===== src/design/bmrb_pkg.sv =====
// Shared types, constants and helper functions of the board register block.
`timescale 1ns / 1ps
package bmrb_pkg;

  // Register map.
  localparam int              FILE_REGS       = 18;
  localparam int              SEMAPHORE_SLOTS = 16;
  localparam logic [15:0]     SEMAPHORE_BASE  = 16'd176;
  localparam logic [16:0]     CONTROL_OFFSET  = 17'd4096;
  localparam logic [16:0]     SCRATCH1_OFFSET = 17'd4120;
  localparam logic [16:0]     MISC_OFFSET     = 17'd4128;
  localparam logic [16:0]     LAYOUT_OFFSET   = 17'h01010;
  localparam logic [15:0]     PRES_OFFSET     = 16'h0000;
  localparam logic [15:0]     POST_OFFSET     = 16'h0018;
  localparam logic [16:0]     FILE_BYTES      = 17'(8 * FILE_REGS);
  localparam int              MAX_SOCKETS     = 4;

  // Field widths.
  localparam int OFFSET_W = 16;
  localparam int SIZE_W   = 4;
  localparam int DATA_W   = 64;
  localparam int SOCK_W   = 3;
  localparam int SEM_ID_W = 7;

  // Backing memory: the scratch file, then control, scratch1 and misc.
  localparam int                MEM_DEPTH = FILE_REGS + 3;
  localparam int                MEM_AW    = $clog2(MEM_DEPTH);
  localparam logic [MEM_AW-1:0] CTRL_IDX  = MEM_AW'(FILE_REGS);
  localparam logic [MEM_AW-1:0] SCR1_IDX  = MEM_AW'(FILE_REGS + 1);
  localparam logic [MEM_AW-1:0] MISC_IDX  = MEM_AW'(FILE_REGS + 2);

  // What an access targets.
  typedef enum logic [2:0] {
    TGT_NONE,
    TGT_PRES,
    TGT_POST,
    TGT_MEM,
    TGT_SEM,
    TGT_LAYOUT
  } tgt_e;

  // Decoded access, held for the whole execution of one item.
  typedef struct packed {
    tgt_e                tgt;
    logic                wr;
    logic                is_ctrl;
    logic [MEM_AW-1:0]   mem_idx;
    logic [2:0]          shift;
    logic [DATA_W-1:0]   mask;
    logic [DATA_W-1:0]   wdata;
    logic [SEM_ID_W-1:0] sem_id;
  } dec_t;

  // One write of the backing memory.
  typedef struct packed {
    logic              we;
    logic [MEM_AW-1:0] addr;
    logic [DATA_W-1:0] data;
  } mem_wr_t;

  // Byte-lane mask for an access of the given size.
  function automatic logic [DATA_W-1:0] lane_mask(logic [SIZE_W-1:0] size);
    logic [DATA_W-1:0] m;
    m = '0;
    for (int i = 0; i < DATA_W / 8; i++) begin
      m[8*i +: 8] = (SIZE_W'(i) < size) ? 8'hff : 8'h00;
    end
    return m;
  endfunction

  // True if the access lies inside the 8 bytes at base.
  function automatic logic inside8(logic [OFFSET_W-1:0] a, logic [16:0] sum,
                                   logic [16:0] base);
    return ({1'b0, a} >= base) && (sum <= base + 17'd8);
  endfunction

endpackage


===== src/design/bmrb_if.sv =====
// Handshake channels of the board register block: access, result and configuration.
`timescale 1ns / 1ps

// Access channel.
interface bmrb_req_if import bmrb_pkg::*; ();
  logic                valid;
  logic                ready;
  logic                command;
  logic                block;
  logic [OFFSET_W-1:0] offset;
  logic [SIZE_W-1:0]   access_size;
  logic [DATA_W-1:0]   write_data;

  modport source (output valid, command, block, offset, access_size, write_data,
                  input ready);
  modport sink   (input valid, command, block, offset, access_size, write_data,
                  output ready);
endinterface

// Result channel.
interface bmrb_rsp_if import bmrb_pkg::*; ();
  logic              valid;
  logic              ready;
  logic [DATA_W-1:0] read_data;
  logic              decoded;
  logic              reset_request;

  modport source (output valid, read_data, decoded, reset_request, input ready);
  modport sink   (input valid, read_data, decoded, reset_request, output ready);
endinterface

// Configuration write channel.
interface bmrb_cfg_if import bmrb_pkg::*; ();
  logic              valid;
  logic              ready;
  logic [SOCK_W-1:0] socket_count;

  modport source (output valid, socket_count, input ready);
  modport sink   (input valid, socket_count, output ready);
endinterface


===== src/design/bmrb_decode.sv =====
// Address decoder: maps one access onto its target register and byte lanes.
`timescale 1ns / 1ps
module bmrb_decode import bmrb_pkg::*; (
  input  logic                command_i,
  input  logic                block_i,
  input  logic [OFFSET_W-1:0] offset_i,
  input  logic [SIZE_W-1:0]   access_size_i,
  input  logic [DATA_W-1:0]   write_data_i,
  output dec_t                dec_o
);

  logic              size_ok;
  logic [16:0]       sum;
  logic [DATA_W-1:0] mask;
  logic [DATA_W-1:0] wdata;
  logic              file_hit;
  logic              sem_hit;
  logic [15:0]       sem_off;
  logic              ctrl_hit;
  logic              scr1_hit;
  logic              misc_hit;
  logic              layout_hit;

  // Range checks shared by reads and writes.
  assign size_ok  = (access_size_i >= 4'd1) && (access_size_i <= 4'd8);
  assign sum      = {1'b0, offset_i} + 17'(access_size_i);
  assign mask     = lane_mask(access_size_i);
  assign wdata    = write_data_i & mask;
  assign file_hit = (sum <= FILE_BYTES) &&
                    ((4'({1'b0, offset_i[2:0]}) + access_size_i) <= 4'd8);
  assign sem_off  = offset_i - SEMAPHORE_BASE;
  assign sem_hit  = (access_size_i == 4'd1) && (offset_i >= SEMAPHORE_BASE) &&
                    (sem_off[2:0] == 3'd0) &&
                    (sem_off[15:3] < 13'(SEMAPHORE_SLOTS));
  assign ctrl_hit   = inside8(offset_i, sum, CONTROL_OFFSET);
  assign scr1_hit   = inside8(offset_i, sum, SCRATCH1_OFFSET);
  assign misc_hit   = inside8(offset_i, sum, MISC_OFFSET);
  assign layout_hit = inside8(offset_i, sum, LAYOUT_OFFSET);

  // Target selection in the priority order of the register map.
  always_comb begin
    dec_o         = '0;
    dec_o.tgt     = TGT_NONE;
    dec_o.wr      = command_i;
    dec_o.mask    = mask;
    dec_o.wdata   = wdata;
    dec_o.sem_id  = sem_off[SEM_ID_W+2:3];
    if (size_ok) begin
      if (!block_i) begin
        if (!command_i && offset_i == PRES_OFFSET && access_size_i == 4'd1) begin
          dec_o.tgt = TGT_PRES;
        end else if (offset_i == POST_OFFSET && access_size_i == 4'd1) begin
          dec_o.tgt = TGT_POST;
        end
      end else if (file_hit) begin
        dec_o.tgt     = TGT_MEM;
        dec_o.mem_idx = offset_i[MEM_AW+2:3];
        dec_o.shift   = offset_i[2:0];
      end else if (!command_i && sem_hit) begin
        dec_o.tgt = TGT_SEM;
      end else if (ctrl_hit) begin
        dec_o.tgt     = TGT_MEM;
        dec_o.is_ctrl = 1'b1;
        dec_o.mem_idx = CTRL_IDX;
        dec_o.shift   = offset_i[2:0] - CONTROL_OFFSET[2:0];
      end else if (scr1_hit) begin
        dec_o.tgt     = TGT_MEM;
        dec_o.mem_idx = SCR1_IDX;
        dec_o.shift   = offset_i[2:0] - SCRATCH1_OFFSET[2:0];
      end else if (misc_hit) begin
        dec_o.tgt     = TGT_MEM;
        dec_o.mem_idx = MISC_IDX;
        dec_o.shift   = offset_i[2:0] - MISC_OFFSET[2:0];
      end else if (!command_i && layout_hit) begin
        dec_o.tgt = TGT_LAYOUT;
      end else if (command_i && sem_hit && wdata == '0) begin
        // Only a zero write to a semaphore slot is a release.
        dec_o.tgt = TGT_SEM;
      end
    end
  end

endmodule


===== src/design/bmrb_regfile.sv =====
// Backing memory for the scratch file and the 64-bit registers, with reset valid bits.
`timescale 1ns / 1ps
module bmrb_regfile import bmrb_pkg::*; (
  input  logic              clk_i,
  input  logic              rst_ni,
  input  logic              re_i,
  input  logic [MEM_AW-1:0] raddr_i,
  output logic [DATA_W-1:0] rdata_o,
  input  mem_wr_t           wr_i
);

  logic [DATA_W-1:0]    mem [MEM_DEPTH];
  logic [MEM_DEPTH-1:0] vld_q;
  logic [DATA_W-1:0]    rdata_q;

  // Valid bits: an entry never written reads as its reset value, zero.
  always_ff @(posedge clk_i or negedge rst_ni) begin
    if (!rst_ni) begin
      vld_q <= '0;
    end else if (wr_i.we) begin
      vld_q[wr_i.addr] <= 1'b1;
    end
  end

  // Storage array with one write and one registered read port.
  always_ff @(posedge clk_i) begin
    if (wr_i.we) begin
      mem[wr_i.addr] <= wr_i.data;
    end
    if (re_i) begin
      rdata_q <= vld_q[raddr_i] ? mem[raddr_i] : '0;
    end
  end

  assign rdata_o = rdata_q;

endmodule


===== src/design/board_misc_register_block_top.sv =====
// Top level of the board register block: item sequencing, small registers and result stage.
`timescale 1ns / 1ps
// Board register block.
// The access channel (req) takes one bus access per item: command, block,
// offset, access size and write data. The result channel (rsp) returns one
// item per access with read data, a decoded flag and a reset request flag.
// The configuration channel (cfg) writes the socket count; it is always
// ready and should be written only while no access is in flight.
// Each access runs in a decode step and an execute step: in the cycle it
// is accepted the decoder selects a word and the backing memory is read;
// in the execute step, once the output register is free, the word is merged
// by byte lanes, written back and the result is loaded into the output
// register. The next access is not read until this write-back is done,
// so a new access is taken only after the previous one has completed.
// A new access may be accepted while the previous result still waits in
// the output register. If the receiver stalls, the second access waits in
// its execute step until the output register frees up.
// Reset clears the semaphore, the POST byte and the valid bits of the
// backing memory, so every memory word reads zero, and sets the socket count
// to one. No clearing pass is needed after reset.
module board_misc_register_block_top import bmrb_pkg::*; (
  input logic clk_i,
  input logic rst_ni,
  bmrb_req_if.sink   req,
  bmrb_rsp_if.source rsp,
  bmrb_cfg_if.sink   cfg
);

  typedef enum logic {
    ST_IDLE,
    ST_EXEC
  } state_e;

  state_e            state_q, state_d;
  dec_t              dec;
  dec_t              dec_q;
  logic              accept;
  logic              finish;
  logic [DATA_W-1:0] rdata;
  mem_wr_t           mem_wr;

  logic [SOCK_W-1:0] socket_q;
  logic [7:0]        post_q;
  logic [7:0]        sem_q;

  logic              rsp_valid_q;
  logic [DATA_W-1:0] rsp_data_q;
  logic              rsp_dec_q;
  logic              rsp_rst_q;

  logic [5:0]        shamt;
  logic [DATA_W-1:0] lane_m;
  logic [DATA_W-1:0] merged;
  logic [DATA_W-1:0] rd;
  logic [2:0]        sock_n;
  logic [7:0]        pres_byte;

  // Decode of the incoming access.
  bmrb_decode u_decode (
    .command_i     (req.command),
    .block_i       (req.block),
    .offset_i      (req.offset),
    .access_size_i (req.access_size),
    .write_data_i  (req.write_data),
    .dec_o         (dec)
  );

  // Backing memory, read on accept and written back when the item completes.
  bmrb_regfile u_regfile (
    .clk_i   (clk_i),
    .rst_ni  (rst_ni),
    .re_i    (accept),
    .raddr_i (dec.mem_idx),
    .rdata_o (rdata),
    .wr_i    (mem_wr)
  );

  assign req.ready = (state_q == ST_IDLE);
  assign accept    = req.valid && req.ready;
  assign finish    = (state_q == ST_EXEC) && (!rsp_valid_q || rsp.ready);
  assign cfg.ready = 1'b1;

  // Byte-lane merge and extract of the word read from memory.
  assign shamt  = {dec_q.shift, 3'b000};
  assign lane_m = dec_q.mask << shamt;
  assign merged = (rdata & ~lane_m) | ((dec_q.wdata << shamt) & lane_m);

  // Presence byte: the populated sockets read as zero bits.
  assign sock_n = (socket_q > 3'(MAX_SOCKETS)) ? 3'(MAX_SOCKETS) : socket_q;
  always_comb begin
    for (int i = 0; i < 8; i++) begin
      pres_byte[i] = !(3'(i) < sock_n);
    end
  end

  // Read data of the item in execution.
  always_comb begin
    case (dec_q.tgt)
      TGT_PRES: rd = DATA_W'(pres_byte);
      TGT_POST: rd = DATA_W'(post_q);
      TGT_MEM:  rd = (rdata >> shamt) & dec_q.mask;
      TGT_SEM:  rd = sem_q[0] ? DATA_W'(sem_q) : '0;
      default:  rd = '0;
    endcase
  end

  // Write back of a memory word.
  always_comb begin
    mem_wr.we   = finish && dec_q.wr && (dec_q.tgt == TGT_MEM);
    mem_wr.addr = dec_q.mem_idx;
    mem_wr.data = merged;
  end

  // Sequencer with the held item and the result register.
  always_comb begin
    state_d = state_q;
    case (state_q)
      ST_IDLE: if (accept) state_d = ST_EXEC;
      ST_EXEC: if (finish) state_d = ST_IDLE;
      default: state_d = ST_IDLE;
    endcase
  end

  always_ff @(posedge clk_i or negedge rst_ni) begin
    if (!rst_ni) begin
      state_q     <= ST_IDLE;
      rsp_valid_q <= 1'b0;
      rsp_data_q  <= '0;
      rsp_dec_q   <= 1'b0;
      rsp_rst_q   <= 1'b0;
    end else begin
      state_q <= state_d;
      if (finish) begin
        rsp_valid_q <= 1'b1;
        rsp_data_q  <= dec_q.wr ? '0 : rd;
        rsp_dec_q   <= (dec_q.tgt != TGT_NONE);
        rsp_rst_q   <= dec_q.wr && dec_q.is_ctrl && merged[0];
      end else if (rsp.ready) begin
        rsp_valid_q <= 1'b0;
      end
    end
  end

  // Held decode of the accepted item.
  always_ff @(posedge clk_i) begin
    if (accept) begin
      dec_q <= dec;
    end
  end

  // Socket count, POST byte and semaphore.
  always_ff @(posedge clk_i or negedge rst_ni) begin
    if (!rst_ni) begin
      socket_q <= SOCK_W'(1);
      post_q   <= '0;
      sem_q    <= '0;
    end else begin
      if (cfg.valid && cfg.ready) begin
        socket_q <= cfg.socket_count;
      end
      if (finish && dec_q.tgt == TGT_POST && dec_q.wr) begin
        post_q <= dec_q.wdata[7:0];
      end
      if (finish && dec_q.tgt == TGT_SEM) begin
        if (!dec_q.wr && !sem_q[0]) begin
          sem_q <= {dec_q.sem_id, 1'b1};
        end else if (dec_q.wr && sem_q[0] && sem_q[7:1] == dec_q.sem_id) begin
          sem_q <= '0;
        end
      end
    end
  end

  assign rsp.valid         = rsp_valid_q;
  assign rsp.read_data     = rsp_data_q;
  assign rsp.decoded       = rsp_dec_q;
  assign rsp.reset_request = rsp_rst_q;

  // An accepted item always moves into its execute step.
  a_accept_exec: assert property (@(posedge clk_i) disable iff (!rst_ni)
    accept |=> state_q == ST_EXEC)
    else $error("accepted item did not enter execution");

  // Memory is written only when an item completes.
  a_wr_on_finish: assert property (@(posedge clk_i) disable iff (!rst_ni)
    mem_wr.we |-> (state_q == ST_EXEC) && (!rsp_valid_q || rsp.ready))
    else $error("memory written outside item completion");

  // A reset request only comes with a decoded access.
  a_rst_decoded: assert property (@(posedge clk_i) disable iff (!rst_ni)
    rsp_valid_q && rsp_rst_q |-> rsp_dec_q)
    else $error("reset request on an undecoded access");

  // The semaphore changes only at the completion of an item.
  a_sem_stable: assert property (@(posedge clk_i) disable iff (!rst_ni)
    !$stable(sem_q) |-> $past(finish))
    else $error("semaphore changed outside item completion");

endmodule

===== src/flat_wrapper.sv =====
// flat-port wrapper written by rule: the top's interface ports become plain ports
module board_misc_register_block_top_flat import bmrb_pkg::*;
  (clk_i, rst_ni, req_valid, req_command, req_block, req_offset, req_access_size, req_write_data, req_ready, rsp_valid, rsp_read_data, rsp_decoded, rsp_reset_request, rsp_ready, cfg_valid, cfg_socket_count, cfg_ready);
  bmrb_req_if req_i ();
  bmrb_rsp_if rsp_i ();
  bmrb_cfg_if cfg_i ();
  input logic clk_i;
  input logic rst_ni;
  input wire logic [$bits(req_i.valid)-1:0] req_valid;
  input wire logic [$bits(req_i.command)-1:0] req_command;
  input wire logic [$bits(req_i.block)-1:0] req_block;
  input wire logic [$bits(req_i.offset)-1:0] req_offset;
  input wire logic [$bits(req_i.access_size)-1:0] req_access_size;
  input wire logic [$bits(req_i.write_data)-1:0] req_write_data;
  output wire logic [$bits(req_i.ready)-1:0] req_ready;
  output wire logic [$bits(rsp_i.valid)-1:0] rsp_valid;
  output wire logic [$bits(rsp_i.read_data)-1:0] rsp_read_data;
  output wire logic [$bits(rsp_i.decoded)-1:0] rsp_decoded;
  output wire logic [$bits(rsp_i.reset_request)-1:0] rsp_reset_request;
  input wire logic [$bits(rsp_i.ready)-1:0] rsp_ready;
  input wire logic [$bits(cfg_i.valid)-1:0] cfg_valid;
  input wire logic [$bits(cfg_i.socket_count)-1:0] cfg_socket_count;
  output wire logic [$bits(cfg_i.ready)-1:0] cfg_ready;
  assign req_i.valid = req_valid;
  assign req_i.command = req_command;
  assign req_i.block = req_block;
  assign req_i.offset = req_offset;
  assign req_i.access_size = req_access_size;
  assign req_i.write_data = req_write_data;
  assign req_ready = req_i.ready;
  assign rsp_valid = rsp_i.valid;
  assign rsp_read_data = rsp_i.read_data;
  assign rsp_decoded = rsp_i.decoded;
  assign rsp_reset_request = rsp_i.reset_request;
  assign rsp_i.ready = rsp_ready;
  assign cfg_i.valid = cfg_valid;
  assign cfg_i.socket_count = cfg_socket_count;
  assign cfg_ready = cfg_i.ready;
  board_misc_register_block_top u_core (.clk_i(clk_i), .rst_ni(rst_ni), .req(req_i), .rsp(rsp_i), .cfg(cfg_i));
endmodule

===== config.mk =====
export PLATFORM = sky130hd
export DESIGN_NAME = board_misc_register_block_top_flat
export DESIGN_NICKNAME = d
export VERILOG_FILES = /design/src/design/bmrb_pkg.sv /design/src/design/bmrb_if.sv /design/src/design/bmrb_decode.sv /design/src/design/bmrb_regfile.sv /design/src/design/board_misc_register_block_top.sv /design/src/flat_wrapper.sv
export SDC_FILE = /design/constraint.sdc
export NUM_CORES = 2
export LEC_CHECK = 0
export BUFFER_PORTS_ARGS = -buffer_cell sky130_fd_sc_hd__clkbuf_2
export CAP_MARGIN = 20
export CORE_AREA = 2 2 389 353
export DETAILED_ROUTE_END_ITERATION = 8
export DIE_AREA = 0 0 391 355
export PLACE_DENSITY_LB_ADDON = 0.05
export SYNTH_ARGS = -nofsm -noshare
export SYNTH_HDL_FRONTEND = slang
export SYNTH_SLANG_ARGS = --single-unit

===== constraint.sdc =====
create_clock -name clk_i -period 10 [get_ports clk_i]
set_input_delay 1.5 -clock clk_i [delete_from_list [all_inputs] [get_ports clk_i]]
set_output_delay 1.5 -clock clk_i [all_outputs]
set_load 0.005 [all_outputs]

======== Word-level counts from Yosys, hierarchy flattened ========
Memories as Yosys holds them, arrays and structs flattened. A register that Yosys moved wholly into a read port is not among the register bits.
Cells that the tools add are included.
operators by class
  add/sub/neg operators ................... 3
  $lt $le $gt $ge ......................... 34
  equal/unequal tests ..................... 7
  shift-type cells ........................ 3
  multiplexer cells ....................... 43
  bitwise logic cells ..................... 10
  reduce and logical (&&, ||, !) cells .... 52
operators with widths
  operator               number
  $and 64x64->64         4
  $pmux 64 s4            1
  $mux 8                 17
  $shl 64x6->64          2
  $le 17x13->1 const B   4
  $ge 16x13->1 const B   4
  $logic_not 64->1       1
  $mux 64                1
  $not 64->64            1
  $or 64x64->64          1
  $shr 64x6->64          1
  $logic_and 1x1->1      29
  $mux 3                 9
  $or 21x21->21          1
  $add 16x4->17          1
  $le 17x8->1 const B    1
  $eq 16x5->1 const B    1
  $ge 16x8->1 const B    1
  $logic_not 16->1       1
  $lt 3x4->1 const A     4
  $sub 16x8->16 const B  1
  $logic_not 1->1        13
  $lt 13x5->1 const B    1
  $lt 3x3->1 const A     4
  other kinds (28)       48
storage, ports and cells
  register bits ........................... 256
  RAM bits ................................ 1344
  input bits .............................. 94
  memories kept ........................... 1
memories
  name                  words  width  rd ports  clocked after Yosys merged registers in  wr ports  RTL line            text
  u_core.u_regfile.mem  21     64     1         1                                        1         bmrb_regfile.sv:12  logic [DATA_W-1:0] mem [MEM_DEPTH];

======== Depth between registers and ports, before layout ========
  depth after elaboration ................. 14
  gate-level depth with buffers ........... 19
  gate-level depth less buffers ........... 16

======== Cells and area by module ========
Synthesis repeated with hierarchy kept, for this count alone.
unflattened totals
  cell total of the unflattened synthesis .. 4387
  area, all modules ....................... 71936.5 um^2
by module, submodules not included
  module                         instances  cells an instance  area an instance (um^2)  seq. area each (um^2)
  bmrb_regfile                   1          2959               55698.4                  42806.1
  board_misc_register_block_top  1          1128               14076.0                  6622.6
  bmrb_decode                    1          300                2162.1                   0.0

======== Worst setup path before layout ========
No wires, ideal clock.
  path type ............................... in2reg
  from .................................... input req_valid
  to ...................................... register u_core.state_q
  setup time .............................. 0.120 ns
  arrival time ............................ 8.885 ns
  path slack .............................. 0.995 ns
  stages .................................. 2
  path buffers ............................ 0
  cells stage by stage .................... nor2b_1 o21bai_1
on the way
  longest elaborated chain between the ends .. 3
ends and longest elaborated chain
  element               RTL line                              text
  start, declared       flat_wrapper.sv:9                     input wire logic [$bits(req_i.valid)-1:0] req_valid;
  $logic_and 1x1->1     board_misc_register_block_top.sv:79   assign accept = req.valid && req.ready;
  $mux 1                board_misc_register_block_top.sv:118  ST_IDLE: if (accept) state_d = ST_EXEC;
  $pmux 1 s2            board_misc_register_block_top.sv:117  case (state_q)
  net u_core.state_d    board_misc_register_block_top.sv:34   state_e state_q, state_d;
  end signal, assigned  board_misc_register_block_top.sv:132  state_q <= state_d;
  end, declared         board_misc_register_block_top.sv:34
The timed path passes the listed nets, and every way through them passes these cells.
A chain may end at the register's enable or synchronous reset.

======== Worst setup path after layout ========
  from .................................... input req_access_size[0]
  to ...................................... register u_core.u_regfile.rdata_q[1], in the netlist u_core.u_regfile.rdata_o[1] (read register of u_core.u_regfile.mem), data pin
on the way
  longest elaborated chain between the ends .. 13
ends and longest elaborated chain
  element                           RTL line            text
  start, declared                   flat_wrapper.sv:13  input wire logic [$bits(req_i.access_size)-1:0] req_access_size;
  $add 16x4->17                     bmrb_decode.sv:26   assign sum = {1'b0, offset_i} + 17'(access_size_i);
  $le 17x13->1                      bmrb_pkg.sv:74      return ({1'b0, a} >= base) && (sum <= base + 17'd8);
  $logic_and 1x1->1                 bmrb_pkg.sv:74
  $mux 8                            bmrb_decode.sv:70   end else if (misc_hit) begin
  $mux 8                            bmrb_decode.sv:66   end else if (scr1_hit) begin
  $mux 8                            bmrb_decode.sv:61   end else if (ctrl_hit) begin
  $mux 9                            bmrb_decode.sv:59   end else if (!command_i && sem_hit) begin
  $mux 8                            bmrb_decode.sv:55   end else if (file_hit) begin
  $mux 8                            bmrb_decode.sv:49   if (!block_i) begin
  $mux 8 *                          bmrb_decode.sv:48   if (size_ok) begin
  $bmux 1 s5                        bmrb_regfile.sv:31  rdata_q <= vld_q[raddr_i] ? mem[raddr_i] : '0;
  $mux 1 (implied by the code)      bmrb_regfile.sv:31
  $logic_not 1->1 (no source line)  n/a
  end, declared                     bmrb_regfile.sv:14  logic [DATA_W-1:0] rdata_q;
Every way passes the cells marked *; elsewhere a longest branch is shown, timed or not. The select of a mux whose other input is x is not followed.

==> results_dict.tcl <==
set metrics [dict create \
    cp_data_required_time_ps 10610 \
    synthAdderAreaFrac_pct 0.1576 \
    hold_end "u_core.u_regfile.vld_q[3]$_DFFE_PN0P_" \
    ys_types 103 \
    period_share_pct 66.68 \
    endpoint_kind "register" \
    ys_ff_latch 1608 \
    synth_ff_type "edfxtp_1" \
    total_power_uw 14910 \
    grt_overflow_total 0 \
    synth_top_family_by_area "compound AO/OA/AOI/OAI gates" \
    num_vias 45900 \
    slew_viol_final 0 \
    synth_mux_area_share_pct 4.973 \
    worst-path-max-fanout 105 \
    grt_pass1_vias 42510 \
    layout-drive-gt1-share_pct 17.31 \
    max_slew_margin_pct 23.37 \
    post-cts-setup-buffers 0 \
    async_reset_ff_share_pct 6.716 \
    cts.hold.buffers_added 0 \
    antenna_found_initial 11 \
    num_io_pins 163 \
    syn_area_um2 68280 \
    track_usage_pct 32.42 \
    crit_buf_inv 4 \
    cts_resized 0 \
    pre_cts_ws_ps 2654 \
    drcViolationCount 0 \
    ir_drop_mv 0.1788 \
    grt_pass1_wl_um 321000 \
    synth_edf_count 1500 \
    hold_start "u_core.u_regfile.vld_q[3]$_DFFE_PN0P_" \
    final_nets 5128 \
    drtPass1Iterations 6 \
    tritoncts "done" \
    clk_pin_slew_ps 60 \
    finalHoldViolCount 0 \
    die_area_um2 138800 \
    clock_path_buffers 3 \
    final.setup.tns_ps 0 \
    syn_to_final_growth_pct 12.00 \
    die-height_um 355 \
    coreArea_um2 134500 \
    fin_ws_ps 3332 \
    max-cap-violations 0 \
    cts.sinks 1608 \
    tightest_slew_ps 1149 \
    hold_path.class "register to register" \
    reg2reg_depth 7 \
    drt_iter0_markers 6676 \
    synth_simple_gate_area_share_pct 10.18 \
    r2r_slack_ps 5450 \
    r2r_end "u_core.u_regfile.mem[15][51]$_DFFE_PP_" \
    synth_warnings 0 \
    crit_family "simple AND/OR/NAND/NOR gates" \
    cts-buffers-inserted 163 \
    start_kind "primary input" \
    start_util_pct 50.75 \
    grt_setup_unrepaired "no" \
    dp_hpwl_um 129700 \
    fmax_mhz 150.0 \
    worstPathArrival_ps 7280 \
    holdPathStages 1 \
    via_per_inst 6.639 \
    crit_chain "clkbuf_2 > ha_1 > inv_1 > fa_1 > nand2b_2 > a21o_1 > nor4_2 > nor3_2 > a21o_1 > and4_1 > o31ai_4 > buf_12 > buf_4 > mux2_2 > o22ai_1 > a31oi_1 > nor2_1 > nor4_2" \
    wl_per_cell_um 33.01 \
    grt_start_max_net_pins 173 \
    cts_root_buf "clkbuf_16" \
    setup.worst_path.class "primary input to register" \
    fin_util_pct 56.84 \
    cts_max_level 4 \
    finClkSkew_ps 41.70 \
    routed_wl_um 228200 \
    status "complete, no violations" \
    ant_nets 0 \
    die_w_um 391 \
    synth_compound_area_share_pct 12.06 \
    clk-insertion-delay-late_ps 800 \
    p_leak_uw 0.02483 \
    port_buffers 161 \
    ys_seq_area_share_pct 69.93 \
    holdWs_ps 468.2 \
    synth_xor_area_share_pct 0.2822 \
    routabilityCongestion 0.9552 \
    period_minus_slack_ps 6668 \
    syn-num-nets 5019 \
    synth_cells 4917 \
    syn_avg_cell_area_um2 13.89 \
    slowest_stage "buf_4" \
    powerDensity_nw_per_um2 195.0 \
    setup_violations 0 \
    row_count 128 \
    r2r_start "u_core.dec_q[146]$_SDFFCE_PN0P_" \
    slowest_delay_ps 620 \
]
==> placed cells by master (no fill, tap or decap), types with 21 or more instances in the layout <==
cell type,count
nor2_1,350
buf_4,123
inv_1,32
a221oi_1,66
o22ai_1,62
nor2b_1,40
or2_2,23
clkbuf_2,160
nor2_4,21
nand3_1,38
clkbuf_16,169
and2_1,68
a21oi_1,126
o211ai_1,157
o21ai_0,368
or3_1,207
dfrtp_1,107
mux2i_1,102
clkbuf_1,48
edfxtp_1,1500
a211oi_1,149
o31a_1,25
mux2_2,208
a31oi_1,53
nor4_2,47
clkinv_2,21
a22o_1,32
clkinv_1,32
nand4_1,53
nand2_1,229
nor3_1,168
o21ai_1,39
==> flip-flops by register name (all words and copies together) (netlist names) <==
signal,count
u_core.rsp.valid,1
u_core.u_regfile.mem,1344
u_core.socket_q,3
u_core.rsp.reset_request,1
u_core.state_q,1
u_core.u_regfile.vld_q,21
u_core.rsp.decoded,1
u_core.dec_q,92
u_core.post_q,8
u_core.u_regfile.rdata_o,64
u_core.sem_q,8
u_core.rsp.read_data,64
==> metal layers <==
metal | vias to the layer above | share of wire [%] | track usage, %
li1 | 19440 | - | -
met1 | 23320 | 42 | 49.26
met2 | 2745 | 43 | 46.98
met3 | 389 | 11 | 6.781
met4 | 6 | 3.1 | 9.784
met5 | - | 0.016 | 0
==> how the worst max path moves through the flow <==
stage | startpoint | cells after the start | endpoint
after floorplan | req_valid | 2 | u_core.state_q$_DFF_PN0_
after global placement | req_access_size[0] | 18 | u_core.u_regfile.rdata_o[1]$_SDFFCE_PN0P_
after detailed placement | req_access_size[0] | 18 | u_core.u_regfile.rdata_o[62]$_SDFFCE_PN0P_
after CTS | req_access_size[0] | 18 | u_core.u_regfile.rdata_o[62]$_SDFFCE_PN0P_
after global routing | req_access_size[0] | 18 | u_core.u_regfile.rdata_o[1]$_SDFFCE_PN0P_
final | req_access_size[0] | 18 | u_core.u_regfile.rdata_o[1]$_SDFFCE_PN0P_
==> power breakdown <==
group | total [uW] | internal [uW] | leakage, uW | switching (uW)
clock | 5920 | 3340 | 0.00247 | 2580
sequential | 7830 | 7690 | 0.0151 | 144
combinational | 1160 | 302 | 0.00725 | 862
==> cell usage after synthesis (all sizes together), types with 35 or more instances <==
library cell / count / share of area (%)
mux2: 208 / 3.4
nor3: 174 / 1.3
nand4: 54 / 0.50
o22ai: 63 / 0.58
a21oi: 129 / 0.97
nand3: 39 / 0.29
and2: 68 / 0.62
a221oi: 66 / 0.85
nor2b: 41 / 0.38
clkbuf: 234 / 1.3
o211ai: 157 / 1.7
dfrtp: 107 / 3.9
or3: 207 / 1.9
a211oi: 151 / 1.7
a31oi: 55 / 0.51
mux2i: 103 / 1.5
edfxtp: 1500 / 66
o21ai: 415 / 3.1
buf: 122 / 0.93
nor4: 59 / 0.96
inv: 35 / 0.19
nor2: 373 / 2.1
nand2: 237 / 1.3
==> through the flow <==
step	instances	cell area, um^2
finish	6914	76470
global route	6913	76470
CTS	6912	76440
detailed placement	6615	71340
global placement	6610	71270
floorplan	4917	68280
==> layout make-up <==
type,count,area (um^2)
clock inverters,79,688.2
clock buffers,218,4412
inverters,35,131.4
well taps,1755,2196
flip-flops and latches,1608,47750
diodes,1,2.502
multi-input cells,2918,19240
repair buffers,300,2051
fillers,10830,58060
==> cells by family (layout without fill, tap and decap cells) <==
| family | count (synthesis) | in the layout |
|---|---|---|
| and+or+nand+nor | 1331 | 1331 |
| buffers and inverters | 391 | 632 |
| xor gates and xnor gates | 22 | 22 |
| AOI/OAI and AO/OA | 1244 | 1244 |
| other | 1 | 2 |
| adders and majority gates | 8 | 8 |
| muxes | 312 | 312 |
| DFF | 1608 | 1608 |
Note: power is estimated with default switching activity, not from simulation.
